==> src/rtl/uart_echo_ring_buffers_defines.svh <==
// ----------------------------------------------------------------------------
// uart_echo_ring_buffers_defines.svh
// Assertion macros for the UART echo ring buffers.
// ----------------------------------------------------------------------------
`ifndef UART_ECHO_RING_BUFFERS_DEFINES_SVH
`define UART_ECHO_RING_BUFFERS_DEFINES_SVH

`ifndef SYNTHESIS
`define UERB_ASSERT_SAME(lbl, ante, cons) \
  lbl: assert property (@(posedge clk_i) disable iff (!rst_ni) (ante) |-> (cons)) \
    else $error("uerb assertion failed");
`define UERB_ASSERT_NEXT(lbl, ante, cons) \
  lbl: assert property (@(posedge clk_i) disable iff (!rst_ni) (ante) |=> (cons)) \
    else $error("uerb assertion failed");
`else
`define UERB_ASSERT_SAME(lbl, ante, cons)
`define UERB_ASSERT_NEXT(lbl, ante, cons)
`endif

`endif

==> src/rtl/uerb_pkg.sv <==
// ----------------------------------------------------------------------------
// uerb_pkg
// Shared types and constants of the UART echo ring buffers.
// ----------------------------------------------------------------------------
package uerb_pkg;

  localparam int RX_DEPTH = 16;
  localparam int TX_DEPTH = 16;
  localparam int RX_AW    = $clog2(RX_DEPTH);
  localparam int TX_AW    = $clog2(TX_DEPTH);

  typedef logic [RX_AW-1:0] rx_idx_t;
  typedef logic [TX_AW-1:0] tx_idx_t;

  typedef enum logic [1:0] {
    KIND_RX_BYTE  = 2'd0,
    KIND_HOST_PUT = 2'd1,
    KIND_HOST_GET = 2'd2,
    KIND_TX_EMPTY = 2'd3
  } kind_e;

  typedef struct packed {
    logic latch;
    logic exec;
    logic read;
  } dp_cmd_t;

endpackage

==> src/rtl/uerb_ctrl.sv <==
// ----------------------------------------------------------------------------
// uerb_ctrl
// Sequencer: accept a word, update the queues, read the memories, present.
// ----------------------------------------------------------------------------
module uerb_ctrl (
  input  logic              clk_i,
  input  logic              rst_ni,
  input  logic              start_i,
  output logic              busy_o,
  output logic              done_o,
  output uerb_pkg::dp_cmd_t cmd_o
);

  typedef enum logic [1:0] {
    S_IDLE,
    S_EXEC,
    S_READ,
    S_OUT
  } state_e;

  state_e state_q, state_d;
  logic   accept;

  assign busy_o = (state_q == S_EXEC) || (state_q == S_READ);
  assign accept = start_i && !busy_o;
  assign done_o = (state_q == S_OUT);

  assign cmd_o.latch = accept;
  assign cmd_o.exec  = (state_q == S_EXEC);
  assign cmd_o.read  = (state_q == S_READ);

  always_comb begin
    state_d = state_q;
    unique case (state_q)
      S_IDLE: begin
        if (accept) state_d = S_EXEC;
      end
      S_EXEC: state_d = S_READ;
      S_READ: state_d = S_OUT;
      S_OUT: begin
        state_d = accept ? S_EXEC : S_IDLE;
      end
      default: state_d = S_IDLE;
    endcase
  end

  always_ff @(posedge clk_i or negedge rst_ni) begin
    if (!rst_ni) begin
      state_q <= S_IDLE;
    end else begin
      state_q <= state_d;
    end
  end

endmodule

==> src/rtl/uerb_dpath.sv <==
// ----------------------------------------------------------------------------
// uerb_dpath
// Receive and transmit ring buffers with their indices and result registers.
// ----------------------------------------------------------------------------
module uerb_dpath (
  input  logic              clk_i,
  input  logic              rst_ni,
  input  uerb_pkg::dp_cmd_t cmd_i,
  input  logic [1:0]        kind_i,
  input  logic [7:0]        data_i,
  output logic              tx_valid_o,
  output logic [7:0]        tx_byte_o,
  output logic              read_valid_o,
  output logic [7:0]        read_byte_o,
  output logic              rx_dropped_o,
  output logic              tx_dropped_o
);

  uerb_pkg::kind_e   kind_q;
  logic [7:0]        data_q;

  uerb_pkg::rx_idx_t rx_wr_q, rx_rd_q, rx_wr_next, rx_rd_next;
  uerb_pkg::tx_idx_t tx_wr_q, tx_rd_q, tx_wr_next, tx_rd_next;

  logic [7:0] rx_mem [uerb_pkg::RX_DEPTH];
  logic [7:0] tx_mem [uerb_pkg::TX_DEPTH];
  logic [7:0] rx_rdata_q, tx_rdata_q;

  logic tx_valid_q, read_valid_q, rx_drop_q, tx_drop_q;

  logic rx_room, tx_room, rx_push, tx_req, tx_push, tx_send, rx_pop;

  assign rx_wr_next = (rx_wr_q == uerb_pkg::rx_idx_t'(uerb_pkg::RX_DEPTH - 1)) ? '0
                    : rx_wr_q + uerb_pkg::rx_idx_t'(1);
  assign rx_rd_next = (rx_rd_q == uerb_pkg::rx_idx_t'(uerb_pkg::RX_DEPTH - 1)) ? '0
                    : rx_rd_q + uerb_pkg::rx_idx_t'(1);
  assign tx_wr_next = (tx_wr_q == uerb_pkg::tx_idx_t'(uerb_pkg::TX_DEPTH - 1)) ? '0
                    : tx_wr_q + uerb_pkg::tx_idx_t'(1);
  assign tx_rd_next = (tx_rd_q == uerb_pkg::tx_idx_t'(uerb_pkg::TX_DEPTH - 1)) ? '0
                    : tx_rd_q + uerb_pkg::tx_idx_t'(1);

  assign rx_room = (rx_wr_next != rx_rd_q);
  assign tx_room = (tx_wr_next != tx_rd_q);
  assign rx_push = (kind_q == uerb_pkg::KIND_RX_BYTE) && rx_room;
  assign tx_req  = (kind_q == uerb_pkg::KIND_HOST_PUT) || rx_push;
  assign tx_push = tx_req && tx_room;
  // a successful enqueue leaves the queue non-empty, so it always sends
  assign tx_send = tx_push
                || ((kind_q == uerb_pkg::KIND_TX_EMPTY) && (tx_wr_q != tx_rd_q));
  assign rx_pop  = (kind_q == uerb_pkg::KIND_HOST_GET) && (rx_wr_q != rx_rd_q);

  always_ff @(posedge clk_i) begin
    if (cmd_i.latch) begin
      kind_q <= uerb_pkg::kind_e'(kind_i);
      data_q <= data_i;
    end
  end

  always_ff @(posedge clk_i or negedge rst_ni) begin
    if (!rst_ni) begin
      rx_wr_q      <= '0;
      rx_rd_q      <= '0;
      tx_wr_q      <= '0;
      tx_rd_q      <= '0;
      tx_valid_q   <= 1'b0;
      read_valid_q <= 1'b0;
      rx_drop_q    <= 1'b0;
      tx_drop_q    <= 1'b0;
    end else if (cmd_i.exec) begin
      if (rx_push) rx_wr_q <= rx_wr_next;
      if (rx_pop)  rx_rd_q <= rx_rd_next;
      if (tx_push) tx_wr_q <= tx_wr_next;
      if (tx_send) tx_rd_q <= tx_rd_next;
      tx_valid_q   <= tx_send;
      read_valid_q <= rx_pop;
      rx_drop_q    <= (kind_q == uerb_pkg::KIND_RX_BYTE) && !rx_room;
      tx_drop_q    <= tx_req && !tx_room;
    end
  end

  // write in the update cycle, read the advanced slot in the following cycle
  always_ff @(posedge clk_i) begin
    if (cmd_i.exec && rx_push) rx_mem[rx_wr_next] <= data_q;
    if (cmd_i.exec && tx_push) tx_mem[tx_wr_next] <= data_q;
    if (cmd_i.read) begin
      rx_rdata_q <= rx_mem[rx_rd_q];
      tx_rdata_q <= tx_mem[tx_rd_q];
    end
  end

  assign tx_valid_o   = tx_valid_q;
  assign tx_byte_o    = tx_valid_q ? tx_rdata_q : 8'h00;
  assign read_valid_o = read_valid_q;
  assign read_byte_o  = read_valid_q ? rx_rdata_q : 8'h00;
  assign rx_dropped_o = rx_drop_q;
  assign tx_dropped_o = tx_drop_q;

endmodule

==> src/rtl/uart_echo_ring_buffers.sv <==
// ----------------------------------------------------------------------------
// uart_echo_ring_buffers
// Receive and transmit byte queues between a UART and a host, with echo.
// ----------------------------------------------------------------------------
// Usage:
//   Command channel: drive kind_i and data_i and raise start_i; the word is
//   taken at a rising edge where start_i is high and busy_o is low.
//   kind_i: line byte received, host put, host get, transmitter empty.
//   Result channel: done_o is high for exactly one cycle and qualifies
//   tx_valid_o/tx_byte_o, read_valid_o/read_byte_o, rx_dropped_o and
//   tx_dropped_o. The receiver cannot stall; it must take the word then.
//   Sequence: after the accepting edge the controller passes through S_EXEC
//   (index update) and S_READ (registered read port of each queue memory),
//   then raises done_o in S_OUT. A new word is not accepted while busy_o is
//   high, but may be accepted in the done_o cycle.
//   Each queue holds at most depth-1 bytes.
//   Reset: all indices cleared, both queues empty, no result pending; the
//   queue memories are not cleared.
// ----------------------------------------------------------------------------
`include "uart_echo_ring_buffers_defines.svh"

module uart_echo_ring_buffers (
  input  logic       clk_i,
  input  logic       rst_ni,
  input  logic       start_i,
  output logic       busy_o,
  input  logic [1:0] kind_i,
  input  logic [7:0] data_i,
  output logic       done_o,
  output logic       tx_valid_o,
  output logic [7:0] tx_byte_o,
  output logic       read_valid_o,
  output logic [7:0] read_byte_o,
  output logic       rx_dropped_o,
  output logic       tx_dropped_o
);

  uerb_pkg::dp_cmd_t dp_cmd;

  uerb_ctrl u_ctrl (
    .clk_i   (clk_i),
    .rst_ni  (rst_ni),
    .start_i (start_i),
    .busy_o  (busy_o),
    .done_o  (done_o),
    .cmd_o   (dp_cmd)
  );

  uerb_dpath u_dpath (
    .clk_i        (clk_i),
    .rst_ni       (rst_ni),
    .cmd_i        (dp_cmd),
    .kind_i       (kind_i),
    .data_i       (data_i),
    .tx_valid_o   (tx_valid_o),
    .tx_byte_o    (tx_byte_o),
    .read_valid_o (read_valid_o),
    .read_byte_o  (read_byte_o),
    .rx_dropped_o (rx_dropped_o),
    .tx_dropped_o (tx_dropped_o)
  );

  `UERB_ASSERT_NEXT(a_accept_busy, start_i && !busy_o, busy_o && dp_cmd.exec)
  `UERB_ASSERT_NEXT(a_exec_read, dp_cmd.exec, dp_cmd.read && !done_o)
  `UERB_ASSERT_SAME(a_done_after_read, done_o, $past(dp_cmd.read))
  `UERB_ASSERT_SAME(a_one_action, done_o, !(tx_valid_o && (read_valid_o || tx_dropped_o)))

endmodule

==> config.mk <==
export PLATFORM = sky130hd
export DESIGN_NAME = uart_echo_ring_buffers
export DESIGN_NICKNAME = d
export VERILOG_FILES = /design/src/rtl/uerb_pkg.sv /design/src/rtl/uerb_ctrl.sv /design/src/rtl/uerb_dpath.sv /design/src/rtl/uart_echo_ring_buffers.sv
export VERILOG_INCLUDE_DIRS = /design/src /design/src/rtl
export SDC_FILE = /design/constraint.sdc
export NUM_CORES = 1
export LEC_CHECK = 0
export BUFFER_PORTS_ARGS = -buffer_cell sky130_fd_sc_hd__buf_4
export CAP_MARGIN = 20
export CORE_MARGIN = 2
export CORE_UTILIZATION = 55
export DETAILED_ROUTE_END_ITERATION = 12
export PLACE_DENSITY_LB_ADDON = 0.1
export SKIP_CTS_REPAIR_TIMING = 1
export SYNTH_ARGS = -nofsm -noshare
export SYNTH_HDL_FRONTEND = slang
export SYNTH_SLANG_ARGS = --single-unit
==> constraint.sdc <==
create_clock -name clk_i -period 6.8 [get_ports clk_i]
set_input_delay 1.36 -clock clk_i [delete_from_list [all_inputs] [get_ports clk_i]]
set_output_delay 1.36 -clock clk_i [all_outputs]
set_load 0.005 [all_outputs]
==> results of run 1 <==
## sequential cells by signal, summed over array words and instances, names as in the netlist
name,flops
u_dpath.rx_mem,128
u_dpath.tx_mem,128
u_dpath.data_q,8
u_dpath.rx_rdata_q,8
u_dpath.tx_rdata_q,8
u_dpath.rx_rd_q,4
u_dpath.rx_wr_q,4
u_dpath.tx_rd_q,4
u_dpath.tx_wr_q,4
u_ctrl.state_q,2
u_dpath.kind_q,2
u_dpath.read_valid_o,1
u_dpath.rx_dropped_o,1
u_dpath.tx_dropped_o,1
u_dpath.tx_valid_o,1
## worst max-delay path, delay by kind of cell, from the launching register on
family | cells | cell delay (ns)
AND/OR/NAND/NOR | 4 | 1.57
flip-flops | 1 | 0.42
AO/OA/AOI/OAI | 1 | 0.30
adder cells (fa/ha/maj) | 1 | 0.38
buffers and inverters | 1 | 0.14
## cells in the mapped netlist (2+ instances only)
library cell	instances	share of area, %
xnor2_1	12	0.84
a211oi_1	8	0.48
and2_1	25	1.3
dfrtp_1	22	4.4
mux2_2	5	0.45
clkbuf_1	15	0.45
ha_1	17	1.7
o311ai_0	2	0.14
nor3b_1	2	0.12
a21o_1	2	0.12
nand2_1	17	0.51
or2_2	2	0.10
mux4_2	72	13
nor2b_1	14	0.70
buf_2	10	0.40
a31oi_1	4	0.20
a21oi_1	13	0.52
buf_4	4	0.24
nor3_1	6	0.24
and3_1	16	0.80
nand3_1	5	0.20
mux2i_1	9	0.72
nand2b_1	3	0.15
o21ai_0	5	0.20
xor2_1	9	0.63
nor3_4	2	0.26
edfxtp_1	282	68
a221oi_1	3	0.21
inv_1	18	0.54
or4_1	2	0.12
nor2_1	18	0.54
## how the worst max path moves through the flow
stage	to	slack, ns	cells past startpoint
floorplan	u_dpath.rx_mem[12][0]	4.24	7
global placement	u_dpath.rx_mem[4][3]	3.60	6
detailed placement	u_dpath.rx_mem[13][7]	3.61	7
CTS	u_dpath.rx_mem[13][6]	3.59	7
global route	u_dpath.tx_mem[9][1]	3.37	6
finish	u_dpath.rx_mem[13][6]	3.59	7
## layout make-up
cell class / count / area [sq um]
multi-input combinational: 296 / 3246
clock buffer: 38 / 802.0
tap: 285 / 356.6
timing repair buffer: 51 / 377.9
fill: 1566 / 8449
sequential: 304 / 9021
clock inverter: 13 / 113.9
inverter: 18 / 67.56
## power groups by stage
stage               clock network [uW]  logic (uW)  registers [uW]
floorplan                            0        1310            2560
global placement                     0        1880            2580
detailed placement                   0        1920            2590
CTS                               1580        1920            2560
global route                      1660        2040            2580
finish                            1550        1890            2550
## cells in the final DEF (no fill, tap or decap), types with 6 or more instances in the layout
cell and n:
buf_4 49, mux4_2 72, a211oi_1 8, inv_1 18, and3_1 16, xnor2_1 12, clkinv_2 7, mux2i_1 9
clkbuf_1 7, edfxtp_1 282, nand2_1 17, ha_1 17, nor3_1 6, nor2_1 18, a21oi_1 13, and2_1 25
dfrtp_1 20, xor2_1 9, nor2b_1 14, clkbuf_16 31
## per-stage QoR
step	cells	worst slack, ns	utilization [%]
CTS	1004	3.591	62.31
finish	1005	3.593	62.34
global route	1005	3.374	62.34
global placement	950	3.599	58.14
detailed placement	953	3.613	58.23
floorplan	649	4.237	-
## layer usage
| layer | up-vias | global-route usage, % | share of wire (%) |
|---|---|---|---|
| li1 | 2704 | - | - |
| met1 | 3191 | 30.01 | 41 |
| met2 | 203 | 38.99 | 52 |
| met3 | 41 | 3.138 | 4.4 |
| met4 | 0 | 5.335 | 2.0 |
| met5 | - | 0 | 0 |
## kinds of logic after synthesis
logic type	after synthesis	synth area share (%)
AND/OR/NAND/NOR	117	5.322
AO/OA/AOI/OAI	53	3.117
buffers and inverters	49	1.754
adder cells (fa/ha/maj)	17	1.704
multiplexers	87	14.25
XOR/XNOR	22	1.604
flip-flops	304	72.25
==> results.py, run 1 <==
metrics = {
    "outcome": {
        "outcome": "finished, final reports clean",
    },
    "clock_tree": {
        "cts.clk_slew.worst_paths_ns": 0.06,
        "cts_buffer_depth": 3,
        "clk_latency_ns": 0.55,
        "cts_tree": "built",
        "cts-htree-levels": 1,
        "cts-root-buf": "clkbuf_16",
        "cts.sink_count": 304,
        "cts_buffers": 30,
    },
    "critical_path": {
        "critPathMaxFanout": 11,
        "rrSetupSlack_ns": 3.59,
        "cp_common_cell": "or2_2",
        "r2r_cells": 7,
        "cp-start-kind": "register",
        "slowest_delay_ns": 0.64,
        "crit_type": "reg -> reg",
        "crit_start": "u_ctrl.state_q[1]",
        "cpMaxStageDelayCell": "nor2_1",
        "required_ns": 6.97,
        "end_kind": "register",
        "r2r_start": "u_ctrl.state_q[1]",
        "arrival_ns": 3.37,
        "crit_chain": "inv_1, ha_1, nand2b_1, or2_2, o21bai_2, or2_2, nor2_1",
        "reg2reg_to": "u_dpath.rx_mem[13][6]",
    },
    "routing": {
        "drt_iter0_drc": 467,
        "final_antenna_net_count": 0,
        "drcViolationCount": 0,
        "drt_pass1_iterations": 5,
        "vias_per_cell": 6.108,
        "vias": 6139,
        "wire_per_inst_um": 25.85,
        "routed_wl_mm": 25.98,
    },
    "worst_hold_path": {
        "worstHoldStart": "u_dpath.tx_dropped_o",
        "whs_path_depth": 2,
        "min_path_type": "reg -> reg",
        "whs_endpoint": "u_dpath.tx_dropped_o",
    },
    "final_layout": {
        "drive_gt1_share_pct": 24.72,
        "fin_area_sq_um": 13980,
        "antenna_cells": 0,
        "area_growth_pct": 12.03,
        "nets": 731,
    },
    "floorplan": {
        "initial_utilization_pct": 55.64,
        "die-height_um": 154.7,
        "core_area_sq_um": 22430,
        "die_area_sq_um": 23920,
        "die_x_um": 154.7,
        "rows": 55,
        "ioPinCount": 35,
    },
    "global_route": {
        "grt_pass1_vias": 6275,
        "track_usage_pct": 22.26,
        "antenna_found_initial": 0,
        "grt_overflow": 0,
        "grt_pass1_wl_mm": 39.33,
        "grt_start_max_net_pins": 41,
    },
    "synth": {
        "synth_flop_cell": "edfxtp_1",
        "synth_fp_nets": 679,
        "synth_edf_count": 282,
        "ys_seq_area_share_pct": 72.25,
        "synth_area_per_cell_sq_um": 19.23,
        "yosysWarnings": 0,
        "ys_types": 56,
        "synth_cells": 649,
        "synthArstFlopShare_pct": 7.237,
        "ys_seq_elements": 304,
        "netlist_area_sq_um": 12480,
    },
    "placed_design": {
        "place_congestion": 0.8124,
        "dpl_cell_area_sq_um": 13060,
        "port_buffers": 34,
        "dp_hpwl_mm": 16.39,
    },
    "sta": {
        "period_needed_ns": 3.207,
        "final_max_slew_viol_count": 0,
        "finalCritPeriodShare_pct": 47.16,
        "hold_viol_final": 0,
        "tns_ns": 0,
        "finalSetupViolCount": 0,
        "relSlewSlack_pct": 35.13,
        "whs_ns": 0.5292,
        "rsz0062_at_grt": "no",
        "tightest_slew_ns": 0.9730,
        "skew_ns": 0.01369,
        "max_freq_ghz": 0.3118,
    },
    "power_and_ir_drop": {
        "ir_worst_vdd_mv": 0.2686,
        "combPwrFrac_pct": 31.5,
        "power_density_nw_per_um2": 429.0,
        "power.internal_uw": 4112,
        "p_leak_uw": 0.004725,
        "finalPower_uw": 6000,
        "sw_frac_of_total_pct": 31.47,
        "seqPwrFrac_pct": 42.6,
        "clkPwrFrac_pct": 25.9,
        "p_switching_uw": 1888,
    },
    "run": {
        "drv_cap": 0,
    },
}
(Power assumes the default switching activity.)
==> run 2: changes to the inputs <==
- clock period: 6.8 -> 3.1 ns (I/O delays scaled with it)
==> results.py, run 2 (synthesized netlist as in run 1, its figures left out) <==
metrics = {
    "final_layout": {
        "antenna_cells": 0,
        "multi_input_area_sq_um": 3246,
        "seqCellArea_sq_um": 9021,
        "instances_no_fill": 1026,
        "mostFrequentLayoutCells": "edfxtp_1 (282), mux4_2 (72), buf_4 (63)",
        "fillers": 1584,
        "nets": 746,
        "area_growth_pct": 13.60,
        "reg_top3": "u_dpath.rx_mem (128), u_dpath.tx_mem (128)",
        "drive_gt1_share_pct": 26.32,
        "mostFrequentLayoutCell": "edfxtp_1",
    },
    "floorplan": {
        "die_area_sq_um": 23920,
        "die_x_um": 154.7,
        "die-height_um": 154.7,
        "core_area_sq_um": 22430,
        "ioPinCount": 35,
        "initial_utilization_pct": 55.64,
        "rows": 55,
    },
    "critical_path": {
        "arrival_ns": 3.07,
        "crit_type": "reg -> reg",
        "r2r_start": "u_ctrl.state_q[1]",
        "cp-start-kind": "register",
        "r2r_cells": 7,
        "rrSetupSlack_ns": 0.23,
        "reg2reg_to": "u_dpath.rx_mem[9][4]",
        "end_kind": "register",
        "required_ns": 3.29,
        "critPathMaxFanout": 8,
    },
    "placed_design": {
        "port_buffers": 34,
        "numPlacedInstances": 967,
        "place_ws_ns": 0.2813,
        "place_congestion": 0.8371,
        "dp_hpwl_mm": 16.66,
    },
    "power_and_ir_drop": {
        "p_switching_uw": 4223,
        "ir_worst_vdd_mv": 0.8399,
        "sw_frac_of_total_pct": 31.46,
        "power.internal_uw": 9203,
        "combPwrFrac_pct": 31.5,
        "p_leak_uw": 0.004832,
        "power_density_nw_per_um2": 946.7,
        "clkPwrFrac_pct": 26.7,
        "seqPwrFrac_pct": 41.9,
    },
    "global_route": {
        "grt_pass1_wl_mm": 39.68,
        "track_usage_pct": 22.64,
        "grt_pass1_vias": 6482,
        "grt_start_max_net_pins": 38,
        "grt_overflow": 0,
        "antenna_found_initial": 0,
    },
    "worst_hold_path": {
        "whs_path_depth": 1,
        "min_path_type": "in -> reg",
        "worstHoldStart": "data_i[4]",
        "whs_endpoint": "u_dpath.data_q[4]",
    },
    "routing": {
        "vias": 6219,
        "drt_pass1_iterations": 5,
        "drt_iter0_drc": 518,
        "routed_wl_mm": 26.46,
        "vias_per_cell": 6.061,
        "wire_per_inst_um": 25.79,
        "drcViolationCount": 0,
        "final_antenna_net_count": 0,
    },
    "sta": {
        "finalCritPeriodShare_pct": 92.72,
        "tns_ns": 0,
        "finalSetupViolCount": 0,
        "max_freq_ghz": 0.3479,
        "final_max_slew_viol_count": 0,
        "hold_viol_final": 0,
        "skew_ns": 0.01427,
        "period_needed_ns": 2.874,
        "tightest_slew_ns": 1.006,
        "setup_slack_ns": 0.2257,
        "relSlewSlack_pct": 32.93,
        "rsz0062_at_grt": "no",
    },
    "clock_tree": {
        "cts.sink_count": 304,
        "clk_latency_ns": 0.55,
        "cts_buffers": 31,
        "cts-htree-levels": 1,
        "cts_tree": "built",
        "cts.clk_slew.worst_paths_ns": 0.06,
        "cts-root-buf": "clkbuf_16",
        "cts_buffer_depth": 3,
    },
    "outcome": {
        "outcome": "finished, final reports clean",
    },
    "run": {
        "drv_cap": 0,
    },
}
==> run 2: cell types whose count changed in the layout (fill, tap and decap cells not counted), sizes merged <==
cell         delta
buf            +13
clkinv          +6
clkbuf          -2
inv             +2
bufinv          +1
dlygate4sd3     +1
==> run 2: worst max path at each step <==
stage	from	end	slack, ns	cells past startpoint
floorplan	u_dpath.rx_wr_q[0]	u_dpath.rx_mem[13][0]	0.54	7
finish	u_ctrl.state_q[1]	u_dpath.rx_mem[9][4]	0.23	7
global route	u_ctrl.state_q[1]	u_dpath.rx_mem[9][4]	0.03	7
CTS	u_ctrl.state_q[1]	u_dpath.rx_mem[9][0]	0.24	7
global placement	u_dpath.tx_wr_q[0]	u_dpath.tx_mem[5][2]	0.38	7
detailed placement	u_ctrl.state_q[1]	u_dpath.rx_mem[9][2]	0.28	7
==> run 2: final cells by class <==
class,instances,share of cell area (%)
sequential,304,63.61
multi-input combinational,296,22.89
clock buffer,36,5.603
timing repair buffer,65,3.547
tap,285,2.515
clock inverter,22,1.359
inverter,18,0.4764
==> run 2: metal layers <==
metal | GRT usage [%] | share of wire, % | up-vias
met3 | 3.278 | 5.3 | 51
met5 | 0 | 0 | -
met1 | 29.48 | 40 | 3206
li1 | - | - | 2739
met2 | 40.22 | 52 | 223
met4 | 6.393 | 2.7 | 0
==> run 2: per-stage QoR <==
step	power, uW	util [%]	hold slack, ns	area (sq um)
global placement	9875	58.77	0.5267	13180
CTS	13540	63.17	-0.06165	14170
detailed placement	9970	58.77	0.5342	13180
floorplan	8496	-	0.3244	12480
finish	13430	63.21	0.2408	14180
global route	14060	63.21	0.2200	14180
==> run 2: critical path: stages, from the launching register on <==
cell and delay [ns]:
dfrtp_1 0.41, inv_1 0.14, ha_1 0.18, nand2b_1 0.14, or2_2 0.33, nor3_1 0.28
nor3b_1 0.53, and2_1 0.49
==> run 2: power by group through the flow <==
stage	Clock, uW	Sequential, uW	Combinational (uW)
2_1_floorplan	0	5620	2870
3_3_place_gp	0	5680	4190
3_5_place_dp	0	5700	4270
4_1_cts	3640	5620	4280
5_1_grt	3800	5670	4590
6_report	3580	5620	4230
==> run 3: changes to the inputs <==
- ABC_AREA: not set -> 1
- CTS_CLUSTER_SIZE: not set -> 14
- SYNTH_HIERARCHICAL: not set -> 1
==> results.py, run 3 <==
metrics = {
    "critical_path": {
        "critPathTopFamily": "simple AND/OR/NAND/NOR gates",
        "end_kind": "register",
        "required_ns": 3.27,
        "crit_type": "reg -> reg",
        "arrival_ns": 3.08,
        "cp_common_cell": "nand3_1",
        "rrSetupSlack_ns": 0.19,
        "cp-start-kind": "register",
        "critPathMaxFanout": 9,
        "path_buf_inv": 1,
        "slowest_delay_ns": 0.86,
        "crit_chain": "inv_1, ha_1, xnor2_1, nand3_1, nor2_1, nand3_1, nand3_1, nor3_1",
        "cpMaxStageDelayCell": "nor3_1",
    },
    "run": {
        "drv_cap": 0,
    },
    "clock_tree": {
        "cts-htree-levels": 1,
        "cts_tree": "built",
        "clk_latency_ns": 0.55,
        "cts.sink_count": 304,
        "cts_buffers": 30,
        "cts-root-buf": "clkbuf_16",
        "cts.clk_slew.worst_paths_ns": 0.06,
        "cts_buffer_depth": 3,
    },
    "floorplan": {
        "rows": 55,
        "die_x_um": 155.0,
        "initial_utilization_pct": 55.75,
        "die-height_um": 155.0,
        "core_area_sq_um": 22500,
        "ioPinCount": 35,
        "die_area_sq_um": 24030,
    },
    "placed_design": {
        "place_congestion": 0.8937,
        "dp_hpwl_mm": 17.33,
        "port_buffers": 34,
        "place_ws_ns": 0.07318,
    },
    "final_layout": {
        "drive_gt1_share_pct": 13.95,
        "mostFrequentLayoutCell": "edfxtp_1",
        "reg_top3": "u_dpath/rx_mem (128), u_dpath/tx_mem (128)",
        "area_growth_pct": 14.07,
        "antenna_cells": 0,
        "nets": 1081,
        "mostFrequentLayoutCells": "edfxtp_1 (282), nor2_1 (159), nand2_1 (110)",
    },
    "routing": {
        "vias": 7879,
        "drt_iter0_drc": 664,
        "final_antenna_net_count": 0,
        "drcViolationCount": 0,
        "routed_wl_mm": 28.81,
        "drt_pass1_iterations": 5,
        "wire_per_inst_um": 21.19,
        "vias_per_cell": 5.793,
    },
    "synth": {
        "ys_top_cells_by_count": "edfxtp_1 (282), nor2_1 (160), nand2_1 (110)",
        "yosysTopAreaCellShare_pct": 67.50,
        "synthArstFlopShare_pct": 7.237,
        "ys_seq_elements": 304,
        "ys_seq_area_share_pct": 71.89,
        "synth_flop_cell": "edfxtp_1",
        "netlist_area_sq_um": 12540,
        "synth_area_per_cell_sq_um": 12.66,
        "synth_fp_nets": 1021,
        "ys_types": 34,
        "synth_cells": 991,
        "yosys.area.top_type": "edfxtp_1",
        "ys_top_cells_by_area": "edfxtp_1 (68%), nor2_1 (4.8%), dfrtp_1 (4.4%)",
        "yosysWarnings": 6,
        "yosysMostFrequentCell": "edfxtp_1",
        "synth_edf_count": 282,
    },
    "power_and_ir_drop": {
        "p_leak_uw": 0.005170,
        "power.internal_uw": 8744,
        "clkPwrFrac_pct": 27.4,
        "sw_frac_of_total_pct": 35.02,
        "combPwrFrac_pct": 31.7,
        "ir_worst_vdd_mv": 0.5472,
        "seqPwrFrac_pct": 40.8,
        "p_switching_uw": 4714,
        "power_density_nw_per_um2": 940.5,
    },
    "global_route": {
        "track_usage_pct": 24.48,
        "grt_pass1_wl_mm": 44.55,
        "grt_start_max_net_pins": 69,
        "grt_pass1_vias": 7808,
        "grt_overflow": 0,
        "antenna_found_initial": 0,
    },
    "sta": {
        "tightest_slew_ns": 0.9872,
        "relSlewSlack_pct": 33.68,
        "finalSetupViolCount": 0,
        "finalCritPeriodShare_pct": 93.86,
        "period_needed_ns": 2.910,
        "setup_slack_ns": 0.1905,
        "rsz0062_at_grt": "no",
        "max_freq_ghz": 0.3437,
        "skew_ns": 0.009703,
        "hold_viol_final": 0,
        "tns_ns": 0,
        "final_max_slew_viol_count": 0,
    },
    "outcome": {
        "outcome": "finished, final reports clean",
    },
    "worst_hold_path": {
        "min_path_type": "in -> reg",
    },
}
## run 3: cell types whose count changed in the layout (fill, tap and decap cells not counted), sizes merged, moves of 18 or more
cell    previous run  this run
o21ai              5       107
and2              25         0
inv               20        51
o32ai              1        19
o22ai              0        20
nand2             17       117
nor2              18       162
o221ai             0        26
mux4              72         0
nand3              5        50
## run 3: routing by layer
metal / up-vias / GRT usage (%) / share of wire, %
li1: 3707 / - / -
met5: - / 0 / 0
met4: 0 / 10.41 / 4.0
met1: 3808 / 33.00 / 42
met3: 68 / 3.008 / 5.5
met2: 296 / 40.72 / 49
## run 3: cell type report
type,instances,area [sq um]
well taps,285,356.6
fillers,1743,8193
flip-flops and latches,304,9022
clock inverters,12,140.1
clock buffers,44,884.6
multi-input cells,579,3092
repair buffers,81,608.1
inverters,55,206.4
## run 3: worst paths after layout
path / from / end / cells after the start
max in group asynchronous: rst_ni / u_dpath/tx_rd_q[0] / 2
worst min register to register: u_dpath/rx_dropped_o / u_dpath/rx_dropped_o / 2
worst min-delay path: data_i[5] / u_dpath/data_q[5] / 1
worst max-delay path: u_dpath/rx_wr_q[0] / u_dpath/rx_mem[6][7] / 8
worst max register to register: u_dpath/rx_wr_q[0] / u_dpath/rx_mem[6][7] / 8
min in group asynchronous: rst_ni / u_dpath/rx_rd_q[3] / 2
## run 3: power groups by stage
stage               logic (uW)  registers [uW]  clock network [uW]
floorplan                 2720            5590                   0
global placement          4220            5570                   0
detailed placement        4260            5580                   0
CTS                       4280            5500                3760
global route              4710            5540                3900
finish                    4270            5500                3690
## run 3: worst reg2reg max path, delay by kind of cell, from the launching register on
kind	cells	cell delay, ns
and+or+nand+nor	5	1.37
buffers and inverters	1	0.15
DFF	1	0.51
xor gates and xnor gates	1	0.14
adders and majority gates	1	0.36
## run 3: logic make-up (layout without fill, tap and decap cells)
kind of cell | after synthesis | count (layout) | synth area share (%)
DFF | 304 | 304 | 71.89
adders and majority gates | 17 | 17 | 1.696
buffers and inverters | 108 | 192 | 3.521
xor gates and xnor gates | 13 | 13 | 0.9076
muxes | 14 | 14 | 1.127
and+or+nand+nor | 353 | 353 | 11.93
AOI/OAI and AO/OA | 182 | 182 | 8.927
## run 3: stage by stage
step	std cells	area [sq um]	hold WS (ns)	total power, uW	utilization, %
2_1_floorplan	991	12540	0.3244	8310	-
3_3_place_gp	1300	13250	0.5439	9790	58.87
3_5_place_dp	1300	13250	0.5392	9833	58.87
4_1_cts	1356	14270	-0.03902	13530	63.43
5_1_grt	1360	14310	0.2245	14150	63.59
6_report	1360	14310	0.2481	13460	63.59
